$ cat src/hw/rtl/assert_macros.svh
// Assertion macros used by the top level of the UTF-8 stream decoder.
`ifndef ASSERT_MACROS_SVH
`define ASSERT_MACROS_SVH

// Checks that a property holds at every rising clock edge outside reset.
`define U8D_ASSERT(lbl, clk, rstn, prop, msg) \
  lbl: assert property (@(posedge clk) disable iff (!(rstn)) (prop)) else $error(msg);

// Checks that an antecedent implies a consequent in the same cycle outside reset.
`define U8D_ASSERT_IMPL(lbl, clk, rstn, ante, cons, msg) \
  lbl: assert property (@(posedge clk) disable iff (!(rstn)) (ante) |-> (cons)) \
    else $error(msg);

`endif

$ cat src/hw/rtl/u8d_pkg.sv
// Types and constants shared by the UTF-8 stream decoder modules.
package u8d_pkg;

  localparam int unsigned CpWidth    = 21;
  localparam int unsigned BytesWidth = 3;

  localparam logic [CpWidth-1:0] SurrLo = 21'h00D800;
  localparam logic [CpWidth-1:0] SurrHi = 21'h00DFFF;
  localparam logic [CpWidth-1:0] CpMax  = 21'h10FFFF;

  localparam logic [BytesWidth-1:0] Len1 = 3'd1;
  localparam logic [BytesWidth-1:0] Len2 = 3'd2;
  localparam logic [BytesWidth-1:0] Len3 = 3'd3;
  localparam logic [BytesWidth-1:0] Len4 = 3'd4;

  typedef enum logic [1:0] {
    ST_OK        = 2'd0,
    ST_BAD_LEAD  = 2'd1,
    ST_SURROGATE = 2'd2,
    ST_TOO_LARGE = 2'd3
  } status_e;

  typedef struct packed {
    logic [1:0]            pending;
    logic [CpWidth-1:0]    accum;
    logic [BytesWidth-1:0] total;
  } seq_state_t;

  typedef struct packed {
    logic                  valid;
    logic [CpWidth-1:0]    code_point;
    logic [BytesWidth-1:0] seq_bytes;
    status_e               status;
  } dec_result_t;

endpackage

$ cat src/hw/rtl/u8d_step.sv
// Next-state and result logic for one byte of the UTF-8 stream.
module u8d_step import u8d_pkg::*; (
  input  seq_state_t  state_i,
  input  logic [7:0]  byte_i,
  output seq_state_t  state_o,
  output dec_result_t result_o
);

  logic [CpWidth-1:0] acc_next;
  logic [1:0]         pend_next;

  assign acc_next  = {state_i.accum[CpWidth-7:0], byte_i[5:0]};
  assign pend_next = state_i.pending - 2'd1;

  always_comb begin
    state_o  = state_i;
    result_o = '{valid: 1'b0, code_point: '0, seq_bytes: Len1, status: ST_OK};
    if (state_i.pending != 2'd0) begin
      if (pend_next != 2'd0) begin
        state_o.accum   = acc_next;
        state_o.pending = pend_next;
      end else begin
        state_o        = '0;
        result_o.valid = 1'b1;
        result_o.seq_bytes = state_i.total;
        if (state_i.total == Len3 && acc_next >= SurrLo && acc_next <= SurrHi) begin
          result_o.status = ST_SURROGATE;
        end else if (state_i.total == Len4 && acc_next > CpMax) begin
          result_o.status = ST_TOO_LARGE;
        end else begin
          result_o.code_point = acc_next;
        end
      end
    end else begin
      unique case (byte_i[7:3]) inside
        [5'b00000:5'b01111]: begin
          result_o.valid      = 1'b1;
          result_o.code_point = {{(CpWidth-8){1'b0}}, byte_i};
        end
        [5'b11000:5'b11011]: begin
          state_o.accum   = {{(CpWidth-5){1'b0}}, byte_i[4:0]};
          state_o.pending = 2'd1;
          state_o.total   = Len2;
        end
        [5'b11100:5'b11101]: begin
          state_o.accum   = {{(CpWidth-4){1'b0}}, byte_i[3:0]};
          state_o.pending = 2'd2;
          state_o.total   = Len3;
        end
        5'b11110: begin
          state_o.accum   = {{(CpWidth-3){1'b0}}, byte_i[2:0]};
          state_o.pending = 2'd3;
          state_o.total   = Len4;
        end
        default: begin
          result_o.valid  = 1'b1;
          result_o.status = ST_BAD_LEAD;
        end
      endcase
    end
  end

endmodule

$ cat src/hw/rtl/utf8_stream_decoder_top.sv
// Top level of the UTF-8 stream decoder: input register, decode step and result register.
//
//   channel  direction  handshake              payload
//   in       input      in_valid_i/in_stall_o   data_byte_i[7:0]
//   out      output     out_valid_o/out_stall_i code_point_o[20:0], seq_bytes_o[2:0], status_o[1:0]
//
// One byte is accepted per cycle while in_stall_o is low; out_valid_o marks a registered result.
// The decode step sits between the input register and the result register.
// Reset clears the open sequence and both valid flags.
// A stalled result holds the input register only while its byte yields a result.
// Such a stall reaches in_stall_o within the same cycle.
`include "assert_macros.svh"

module utf8_stream_decoder_top import u8d_pkg::*; (
  input  logic                  clk_i,
  input  logic                  rst_ni,
  input  logic                  in_valid_i,
  output logic                  in_stall_o,
  input  logic [7:0]            data_byte_i,
  output logic                  out_valid_o,
  input  logic                  out_stall_i,
  output logic [CpWidth-1:0]    code_point_o,
  output logic [BytesWidth-1:0] seq_bytes_o,
  output logic [1:0]            status_o
);

  logic        in_valid_q, in_valid_d;
  logic [7:0]  byte_q;
  seq_state_t  state_q, state_d;
  dec_result_t res;
  logic        out_valid_q, out_valid_d;
  logic [CpWidth-1:0]    cp_q;
  logic [BytesWidth-1:0] bytes_q;
  status_e     status_q;
  logic        out_free;
  logic        advance;
  logic        in_accept;

  u8d_step u_step (
    .state_i  (state_q),
    .byte_i   (byte_q),
    .state_o  (state_d),
    .result_o (res)
  );

  assign out_free   = !out_valid_q || !out_stall_i;
  assign advance    = in_valid_q && (!res.valid || out_free);
  assign in_stall_o = in_valid_q && !advance;
  assign in_accept  = in_valid_i && !in_stall_o;

  always_comb begin
    in_valid_d = in_valid_q;
    if (in_accept) begin
      in_valid_d = 1'b1;
    end else if (advance) begin
      in_valid_d = 1'b0;
    end
    out_valid_d = out_valid_q;
    if (advance && res.valid) begin
      out_valid_d = 1'b1;
    end else if (!out_stall_i) begin
      out_valid_d = 1'b0;
    end
  end

  always_ff @(posedge clk_i or negedge rst_ni) begin
    if (!rst_ni) begin
      in_valid_q  <= 1'b0;
      out_valid_q <= 1'b0;
      state_q     <= '0;
    end else begin
      in_valid_q  <= in_valid_d;
      out_valid_q <= out_valid_d;
      if (advance) begin
        state_q <= state_d;
      end
    end
  end

  always_ff @(posedge clk_i) begin
    if (in_accept) begin
      byte_q <= data_byte_i;
    end
    if (advance && res.valid) begin
      cp_q     <= res.code_point;
      bytes_q  <= res.seq_bytes;
      status_q <= res.status;
    end
  end

  assign out_valid_o  = out_valid_q;
  assign code_point_o = cp_q;
  assign seq_bytes_o  = bytes_q;
  assign status_o     = status_q;

  `U8D_ASSERT_IMPL(a_err_zero_cp, clk_i, rst_ni, out_valid_o && status_q != ST_OK,
    code_point_o == '0, "Error result carries a nonzero code point.")
  `U8D_ASSERT_IMPL(a_err_len, clk_i, rst_ni, out_valid_o && status_q == ST_SURROGATE,
    seq_bytes_o == Len3, "Surrogate result does not span three bytes.")
  `U8D_ASSERT_IMPL(a_stall_src, clk_i, rst_ni, in_stall_o,
    in_valid_q && out_valid_q && out_stall_i, "Input stalled without a blocked result.")
  `U8D_ASSERT(a_open_seq, clk_i, rst_ni,
    state_q.pending == 2'd0 || state_q.total > {1'b0, state_q.pending},
    "Open sequence length is inconsistent with the pending count.")

endmodule

$ cat config.mk
export PLATFORM = sky130hd
export DESIGN_NAME = utf8_stream_decoder_top
export DESIGN_NICKNAME = d
export VERILOG_FILES = /design/src/hw/rtl/u8d_pkg.sv /design/src/hw/rtl/u8d_step.sv /design/src/hw/rtl/utf8_stream_decoder_top.sv
export VERILOG_INCLUDE_DIRS = /design/src /design/src/hw/rtl
export SDC_FILE = /design/constraint.sdc
export NUM_CORES = 1
export LEC_CHECK = 0
export ABC_AREA = 1
export BUFFER_PORTS_ARGS = -buffer_cell sky130_fd_sc_hd__buf_2
export CAP_MARGIN = 0
export CORE_AREA = 2 2 80 90
export DETAILED_ROUTE_END_ITERATION = 8
export DIE_AREA = 0 0 82 92
export GPL_ROUTABILITY_DRIVEN = 1
export RECOVER_POWER = 50
export SETUP_SLACK_MARGIN = 0.5
export SYNTH_ARGS = -nofsm -noshare
export SYNTH_HDL_FRONTEND = slang
export SYNTH_SLANG_ARGS = --single-unit
$ cat constraint.sdc
create_clock -name clk_i -period 2.6 [get_ports clk_i]
set_input_delay 0.78 -clock clk_i [delete_from_list [all_inputs] [get_ports clk_i]]
set_output_delay 0.78 -clock clk_i [all_outputs]
set_load 0.01 [all_outputs]
==> results.sh, run 1 <==
export IMPL_detail_route_wl_per_cell_um=13.2
export IMPL_crit_start="state_q[25]$_DFFE_PN0P_"
export IMPL_grt_max_degree=31
export IMPL_drt_initial_drc_count=79
export IMPL_power_density_mw_per_mm2=1090
export IMPL_max_freq_mhz=422
export IMPL_hold_violations=0
export IMPL_cap_viol_max_count=0
export IMPL_viasPerCell=4.68
export IMPL_synth_edf_count=34
export IMPL_ys_top_cells_by_area="edfxtp_1 (39%), dfrtp_1 (21%), nand2_1 (9.7%), nor2_4 (4.8%), inv_1 (4.1%)"
export IMPL_min_from="state_q[25]$_DFFE_PN0P_"
export IMPL_worstMarginPinSlew_ns=1.21
export IMPL_vias=1808
export IMPL_synthXorXnorAreaFrac=0
export IMPL_ys_types=30
export IMPL_die_width_um=82
export IMPL_synth_adder_area_share=0.0145
export IMPL_groute_usage_overall=0.142
export IMPL_cts_buffers=5
export IMPL_synth_compound_area_frac=0.0680
export IMPL_max_stage_delay_ns=0.39
export IMPL_synth_cells=238
export IMPL_crit_family="flip-flops"
export IMPL_holdCritPathClass="flip-flop to flip-flop"
export IMPL_syn_area_per_cell_um2=10.9
export IMPL_layout_drive_gt1_share=0.286
export IMPL_nFillCells=657
export IMPL_numPortBuffers=39
export IMPL_cts_tree="done"
export IMPL_area_delta_synth_final_pct=21.6
export IMPL_ctsHoldBuffers=0
export IMPL_rsz0062_at_grt="yes"
export IMPL_outcome="complete, no violations"
export IMPL_ir_drop_mv=0.564
export IMPL_setup_viol=0
export IMPL_synth_seq_area_share=0.606
export IMPL_nNetsFinal=315
export IMPL_worst_path_buf_inv=4
export IMPL_period_share=0.911
export IMPL_design_core_area_mm2=0.00673
export IMPL_synthArstFlopShare=0.393
export IMPL_grt_overflow=0
export IMPL_cts_max_path_buffers=2
export IMPL_ys_ff_latch=56
export IMPL_tns_ns=0
export IMPL_crit_required_ns=1.82
export IMPL_synth_common_cells="nand2_1 (67), edfxtp_1 (34), inv_1 (28), dfrtp_1 (22)"
export IMPL_grt_first_pass_wirelength_um=8140
export IMPL_r2r_start="state_q[25]$_DFFE_PN0P_"
export IMPL_drcViolationCount=0
export IMPL_slew_headroom=0.193
export IMPL_fp_dieH_um=92
export IMPL_antenna_found_initial=0
export IMPL_wirelength_um=5100
export IMPL_worstPathMaxFanout=3
export IMPL_design_die_area_mm2=0.00754
export IMPL_period_minus_slack_ns=2.37
export IMPL_first_global_vias=1779
export IMPL_synth_area_mux_share=0
export IMPL_cp_arrival_ns=1.59
export IMPL_synthSimpleGateAreaFrac=0.236
export IMPL_antenna_cells=0
export IMPL_syn_nets=253
export IMPL_final_util=0.469
export IMPL_finClkSkew_ns=0.0131
export IMPL_detailed_place_hpwl_um=3230
export IMPL_finalMaxSlewViolations=0
export IMPL_dr_pass1_iters=4
export IMPL_clkSinkCount=56
export IMPL_synth_top_area_cell="edfxtp_1"
export IMPL_path_cells="inv_1 > ha_1 > inv_4 > nor2_4 > nand3_2 > nand2_2 > nand3_2 > inv_1 > buf_2"
export IMPL_slowest_stage="dfrtp_1"
export IMPL_crit_path_start_kind="flip-flop"
export IMPL_yosysMostFrequentCell="nand2_1"
export IMPL_hold_ws_ns=0.498
export IMPL_start_util=0.386
export IMPL_num_io_pins=40
export IMPL_netlist_area_mm2=0.00259
export IMPL_ant_nets=0
export IMPL_clk_transition_reported_paths_ns=0.09
export IMPL_path_class="flip-flop to primary output"
export IMPL_synth_top_family_by_area="simple AND/OR/NAND/NOR gates"
export IMPL_gp_congestion=0.760
export IMPL_ys_flop_type="edfxtp_1"
export IMPL_fp_row_count=32
export IMPL_h_tree_depth=2
export IMPL_synth_top_area_share=0.393
export IMPL_root_buffer="clkbuf_8"
export IMPL_leakage_nw=1.36
export IMPL_cp_end_kind="primary output"
export IMPL_clock_latency_ns=0.31
export IMPL_yosys_warnings=0
==> cell usage in the layout (no fill, tap or decap), types with 2 or more instances in the layout <==
master	netlist	layout
dfrtp_1	22	22
nor2_4	11	12
buf_6	4	3
inv_2	5	4
nand2_1	67	62
inv_1	28	28
clkbuf_8	0	5
edfxtp_1	34	34
clkbuf_16	0	2
nor2_1	12	11
nand2_2	2	6
nand3_2	1	2
nand3_1	12	11
o2111ai_1	2	2
nand4_1	8	8
buf_4	0	16
ha_1	3	3
o21ai_2	12	12
buf_2	0	11
clkbuf_1	1	28
==> path summary, 6_finish.rpt <==
| kind | end | slack [ns] | cells after the start |
|---|---|---|---|
| min in group asynchronous | state_q[14]$_DFFE_PN0P_ | 0.69 | 1 |
| min | state_q[25]$_DFFE_PN0P_ | 0.50 | 2 |
| max in group asynchronous | state_q[3]$_DFFE_PN0P_ | 1.18 | 1 |
| min reg2reg | state_q[25]$_DFFE_PN0P_ | 0.50 | 2 |
| max reg2reg | state_q[25]$_DFFE_PN0P_ | 0.23 | 16 |
| max | in_stall_o | 0.23 | 9 |
==> sequential cells by signal (all words and copies together), names as in the netlist <==
| name | flops |
|---|---|
| out_valid_o | 1 |
| seq_bytes_o | 3 |
| state_q | 20 |
| code_point_o | 21 |
| byte_q | 8 |
| status_o | 2 |
| in_valid_q | 1 |
==> worst min-delay path, cell delays in order (launching register included) <==
cell and delay [ns]:
dfrtp_1 0.36, nand2_1 0.06, o21ai_2 0.05
==> per-layer routing <==
metal  up-vias  wire (µm)  track usage
met5         -          0            0
met4         0        161       0.0639
li1        906          -            -
met1       830       2030        0.164
met2        57       2670        0.243
met3        15        242       0.0335
==> report_power, final <==
| part | leakage [nW] | internal [mW] | switching [mW] |
|---|---|---|---|
| Clock | 0.0445 | 0.192 | 0.280 |
| Sequential | 0.614 | 1.27 | 0.156 |
| Combinational | 0.705 | 0.618 | 0.934 |
| Total | 1.36 | 2.08 | 1.37 |
==> cells by family (layout without fill, tap and decap cells) <==
group | after synthesis | in the layout
AOI/OAI and AO/OA | 20 | 20
adders and majority gates | 3 | 3
buffers and inverters | 40 | 103
DFF | 56 | 56
and+or+nand+nor | 119 | 119
==> repair_timing <==
| item | CTS | global route |
|---|---|---|
| gates cloned | 0 | 3 |
| buffers inserted | 14 | 2 |
| pin swaps | 4 | 2 |
| gates resized for setup | 11 | 10 |
| setup endpoints to repair | 1 | 21 |
==> final cells by class <==
class / instances / area, µm² / share of cell area
Clock buffer: 5 / 68.8 / 0.0218
Sequential cell: 56 / 1570 / 0.498
Tap cell: 85 / 106 / 0.0337
Timing Repair Buffer: 62 / 392 / 0.124
Inverter: 33 / 126 / 0.0400
Clock inverter: 3 / 21.3 / 0.00674
Multi-Input combinational cell: 142 / 871 / 0.276
==> stage by stage <==
stage,cell area [µm²],total power [mW],cells,worst slack (ns)
after floorplan,2590,2.34,238,0.528
after global placement,2850,2.63,359,0.409
after detailed placement,2850,2.65,359,0.382
after CTS,3090,3.32,381,0.312
after global routing,3160,3.69,386,0.137
final,3160,3.45,386,0.232
Note: power is estimated with default switching activity, not from simulation.
==> run 2, diff against run 1 <==
- CTS_BUF_LIST: unset -> sky130_fd_sc_hd__clkbuf_2
- PLACE_DENSITY: unset -> 0.57
==> results.sh, run 2 (synthesis results as in run 1) <==
export IMPL_crit_family="flip-flops"
export IMPL_reg2reg_setup_slack_ns=0.19
export IMPL_fp_row_count=32
export IMPL_drcViolationCount=0
export IMPL_cts_max_path_buffers=2
export IMPL_h_tree_depth=2
export IMPL_setup_ws_ns=0.166
export IMPL_viasPerCell=4.64
export IMPL_worst_path_buf_inv=4
export IMPL_start_util=0.386
export IMPL_ant_nets=0
export IMPL_grt_max_degree=31
export IMPL_antenna_found_initial=0
export IMPL_clock_latency_ns=0.44
export IMPL_min_from="data_byte_i[3]"
export IMPL_hold_violations=0
export IMPL_most_common_layout_cells="nand2_1 (52), edfxtp_1 (34), clkbuf_1 (28)"
export IMPL_detail_route_wl_per_cell_um=13.1
export IMPL_dpl_cell_count=359
export IMPL_grt_first_pass_wirelength_um=8310
export IMPL_worstPathMaxFanout=4
export IMPL_dpl_worst_slack_ns=0.363
export IMPL_grt_overflow=0
export IMPL_first_global_vias=1768
export IMPL_dr_pass1_iters=4
export IMPL_clkSinkCount=56
export IMPL_num_io_pins=40
export IMPL_area_delta_synth_final_pct=22.0
export IMPL_cp_arrival_ns=1.65
export IMPL_ctsHoldBuffers=0
export IMPL_gp_congestion=0.763
export IMPL_layout_drive_gt1_share=0.336
export IMPL_wirelength_um=5150
export IMPL_root_buffer="clkbuf_2"
export IMPL_cap_viol_max_count=0
export IMPL_fp_dieH_um=92
export IMPL_cts_buffers=5
export IMPL_place_area_mm2=0.00285
export IMPL_vias=1820
export IMPL_ir_drop_mv=0.441
export IMPL_cts_tree="done"
export IMPL_max_stage_delay_ns=0.48
export IMPL_setup_viol=0
export IMPL_slew_headroom=0.153
export IMPL_groute_usage_overall=0.146
export IMPL_layout_commonest_cell="nand2_1"
export IMPL_antenna_cells=0
export IMPL_path_cells="inv_2 > ha_4 > inv_4 > nor2_4 > nand3_2 > nand2_2 > nand3_2 > inv_1 > buf_2"
export IMPL_max_freq_mhz=411
export IMPL_path_class="flip-flop to primary output"
export IMPL_largest_reg_flops=21
export IMPL_crit_required_ns=1.82
export IMPL_design_area_mm2=0.00317
export IMPL_rsz0062_at_grt="yes"
export IMPL_holdCritPathClass="primary input to flip-flop"
export IMPL_slowest_stage="dfrtp_1"
export IMPL_r2r_start="state_q[24]$_DFFE_PN0P_"
export IMPL_tns_ns=0
export IMPL_die_width_um=82
export IMPL_cp_common_cell="nand3_2"
export IMPL_numPortBuffers=39
export IMPL_leakage_nw=1.37
export IMPL_worstMarginPinSlew_ns=1.27
export IMPL_design_core_area_mm2=0.00673
export IMPL_period_minus_slack_ns=2.43
export IMPL_drt_initial_drc_count=121
export IMPL_crit_start="state_q[24]$_DFFE_PN0P_"
export IMPL_clk_transition_reported_paths_ns=0.25
export IMPL_detailed_place_hpwl_um=3260
export IMPL_design_die_area_mm2=0.00754
export IMPL_finalMaxSlewViolations=0
export IMPL_finClkSkew_ns=0.0180
export IMPL_nNetsFinal=321
export IMPL_outcome="complete, no violations"
export IMPL_cp_end_kind="primary output"
export IMPL_power_density_mw_per_mm2=1050
export IMPL_crit_path_start_kind="flip-flop"
export IMPL_period_share=0.936
export IMPL_fin_cells=392
run 2: cell type report:
| cell class | count | area, µm² |
|---|---|---|
| clock buffers | 6 | 30.0 |
| clock inverters | 2 | 11.3 |
| fillers | 668 | 3560 |
| inverters | 33 | 131 |
| multi-input cells | 142 | 886 |
| flip-flops and latches | 56 | 1570 |
| well taps | 85 | 106 |
| repair buffers | 68 | 429 |
run 2: worst paths after layout:
check,endpoint,cells past startpoint
worst max-delay path,in_stall_o,9
worst min-delay path,byte_q[3]$_DFFE_PP_,1
worst max register to register,state_q[13]$_DFFE_PN0P_,17
worst min register to register,state_q[14]$_DFFE_PN0P_,2
max in group asynchronous,in_valid_q$_DFFE_PN0P_,1
min in group asynchronous,state_q[7]$_DFFE_PN0P_,1
run 2: routing by layer:
layer  global-route usage  vias to the layer above  routed length [µm]  part of all wire
met5                    0                        -                   0                 0
li1                     -                      911                   -                 -
met4               0.0431                        0                  81             0.016
met2                0.253                       46                2720              0.53
met1                0.178                      854                2130              0.41
met3               0.0325                        9                 216             0.042
run 2: through the flow:
step | hold WS (ns) | utilization | power, mW
6_report | 0.502 | 0.471 | 3.31
5_1_grt | 0.445 | 0.471 | 3.58
4_1_cts | 0.261 | 0.457 | 3.19
3_5_place_dp | 0.470 | 0.424 | 2.66
3_3_place_gp | 0.470 | 0.424 | 2.64
2_1_floorplan | 0.455 | - | 2.34
run 2: what timing repair did:
item / in CTS / in global routing
buffers inserted: 19 / 3
setup endpoints to repair: 1 / 31
pin swaps: 3 / 1
gates cloned: 0 / 3
gates resized for setup: 10 / 21
run 2: worst register-to-register path, stage by stage, from the launching register on:
cell,delay [ns]
dfrtp_1,0.48
inv_2,0.09
ha_4,0.14
inv_4,0.05
nor2_4,0.07
nand3_2,0.08
buf_4,0.14
buf_4,0.12
buf_4,0.12
buf_4,0.12
buf_4,0.12
buf_4,0.12
buf_4,0.12
buf_4,0.14
o211ai_4,0.15
clkbuf_16,0.24
nand2_2,0.05
o21ai_2,0.05
run 2: report_power, final:
group / internal (mW) / switching [mW] / total, mW
Combinational: 0.633 / 0.925 / 1.56
Clock: 0.0670 / 0.259 / 0.326
Sequential: 1.27 / 0.165 / 1.43
==> run 3, diff against run 2 <==
--- a/config.mk
+++ b/config.mk
@@ -16,3 +16,3 @@
 export GPL_ROUTABILITY_DRIVEN = 1
-export PLACE_DENSITY = 0.57
+export PLACE_DENSITY_LB_ADDON = 0.1
 export RECOVER_POWER = 50
==> constraint.sdc (replaced) <==
create_clock -name clk_i -period 2.6 [get_ports clk_i]
set_input_delay 0.13 -clock clk_i [delete_from_list [all_inputs] [get_ports clk_i]]
set_output_delay 0.13 -clock clk_i [all_outputs]
set_load 0.01 [all_outputs]
==> results.sh, run 3 (synthesis results as in run 1) <==
export IMPL_most_common_layout_cells="nand2_1 (67), edfxtp_1 (34), clkbuf_1 (29)"
export IMPL_antenna_cells=0
export IMPL_worst_path_buf_inv=2
export IMPL_detail_route_wl_per_cell_um=13.2
export IMPL_detailed_place_hpwl_um=3510
export IMPL_groute_usage_overall=0.141
export IMPL_worstMarginPinSlew_ns=1.24
export IMPL_grt_overflow=0
export IMPL_gp_congestion=0.788
export IMPL_clkSinkCount=56
export IMPL_path_class="flip-flop to flip-flop"
export IMPL_vias=1752
export IMPL_cts_tree="done"
export IMPL_layout_drive_gt1_share=0.225
export IMPL_area_delta_synth_final_pct=16.7
export IMPL_drt_initial_drc_count=81
export IMPL_dr_pass1_iters=4
export IMPL_holdCritPathClass="primary input to flip-flop"
export IMPL_die_width_um=82
export IMPL_grt_max_degree=31
export IMPL_cp_arrival_ns=2.28
export IMPL_slew_headroom=0.171
export IMPL_hold_violations=0
export IMPL_design_core_area_mm2=0.00673
export IMPL_ir_drop_mv=0.347
export IMPL_tns_ns=0
export IMPL_fp_dieH_um=92
export IMPL_cts_max_path_buffers=2
export IMPL_first_global_vias=1665
export IMPL_start_util=0.386
export IMPL_power_density_mw_per_mm2=992
export IMPL_period_minus_slack_ns=2.08
export IMPL_worstPathMaxFanout=14
export IMPL_ant_nets=0
export IMPL_cts_buffers=5
export IMPL_max_stage_delay_ns=0.45
export IMPL_largest_reg_flops=21
export IMPL_finalMaxSlewViolations=0
export IMPL_cap_viol_max_count=0
export IMPL_root_buffer="clkbuf_2"
export IMPL_path_cells="clkbuf_1 > ha_1 > nand2_1 > inv_1 > nand3_4 > nor2_1"
export IMPL_setup_viol=0
export IMPL_dpl_worst_slack_ns=0.515
export IMPL_leakage_nw=1.30
export IMPL_grt_first_pass_wirelength_um=7980
export IMPL_drcViolationCount=0
export IMPL_crit_path_start_kind="flip-flop"
export IMPL_crit_family="simple AND/OR/NAND/NOR gates"
export IMPL_cp_end_kind="flip-flop"
export IMPL_finClkSkew_ns=0.00686
export IMPL_slowest_stage="dfrtp_1"
export IMPL_outcome="complete, no violations"
export IMPL_clock_latency_ns=0.41
export IMPL_nNetsFinal=312
export IMPL_h_tree_depth=2
export IMPL_period_share=0.799
export IMPL_wirelength_um=5050
export IMPL_layout_commonest_cell="nand2_1"
export IMPL_design_die_area_mm2=0.00754
export IMPL_crit_required_ns=2.81
export IMPL_setup_ws_ns=0.523
export IMPL_place_area_mm2=0.00285
export IMPL_rsz0062_at_grt="no"
export IMPL_max_freq_mhz=481
export IMPL_num_io_pins=40
export IMPL_design_area_mm2=0.00303
export IMPL_clk_transition_reported_paths_ns=0.25
export IMPL_antenna_found_initial=0
export IMPL_fp_row_count=32
export IMPL_viasPerCell=4.57
export IMPL_numPortBuffers=39
## run 3: cell types whose count changed in the layout (fill, tap and decap cells not counted), sizes merged
cell         delta
buf            -19
o211ai          +1
dlygate4sd3    +10
clkinvlp        -1
## run 3: power by group
group,internal [mW],total (mW),switching [mW]
Combinational,0.407,1.26,0.857
Clock,0.0734,0.323,0.249
Sequential,1.26,1.42,0.152
## run 3: timing repair
action / 4_1_cts / 5_1_grt
gates resized for setup: 0 / 7
endpoints found under the hold margin: 31 / 0
hold buffers: 10 / 0
gates cloned: 0 / 1
buffers inserted: 1 / 4
pin swaps: 1 / 0
setup endpoints to repair: 13 / 42
## run 3: worst paths after layout
check,slack (ns),startpoint,depth (start not counted),endpoint
max reg2reg,0.52,state_q[24]$_DFFE_PN0P_,6,code_point_o[9]$_SDFFCE_PP0P_
min reg2reg,0.54,state_q[15]$_DFFE_PN0P_,2,state_q[15]$_DFFE_PN0P_
min,0.20,out_stall_i,3,out_valid_o$_DFFE_PN0P_
max in group asynchronous,1.42,rst_ni,2,state_q[2]$_DFFE_PN0P_
min in group asynchronous,0.46,rst_ni,2,state_q[15]$_DFFE_PN0P_
max,0.52,state_q[24]$_DFFE_PN0P_,6,code_point_o[9]$_SDFFCE_PP0P_
## run 3: worst register-to-register path, delay by kind of cell (launching register included)
| family | cells | cell delay [ns] |
|---|---|---|
| DFF | 1 | 0.45 |
| buffers and inverters | 2 | 0.40 |
| and+or+nand+nor | 3 | 0.80 |
| adders and majority gates | 1 | 0.22 |
## run 3: per-layer routing
layer | GRT usage | vias up | wire [µm]
met4 | 0.0514 | 0 | 97
met5 | 0 | - | 0
li1 | - | 903 | -
met1 | 0.175 | 801 | 2180
met3 | 0.0325 | 9 | 174
met2 | 0.236 | 39 | 2600
## run 3: area by class of cell
cell class / instances / area (µm²)
clock inverter: 1 / 5.00
timing repair buffer: 58 / 324
clock buffer: 7 / 35.0
tap: 85 / 106
fill: 678 / 3700
multi-input combinational: 143 / 863
sequential: 56 / 1570
inverter: 33 / 124
## run 3: per-stage QoR
step | std cells | util | hold WS (ns) | power (mW)
after floorplan | 238 | - | -0.166 | 2.34
after detailed placement | 359 | 0.424 | 0.139 | 2.67
final | 383 | 0.450 | 0.196 | 3.00
after global routing | 383 | 0.450 | 0.141 | 3.26
after global placement | 359 | 0.424 | 0.137 | 2.66
after CTS | 378 | 0.446 | 0.0463 | 3.02
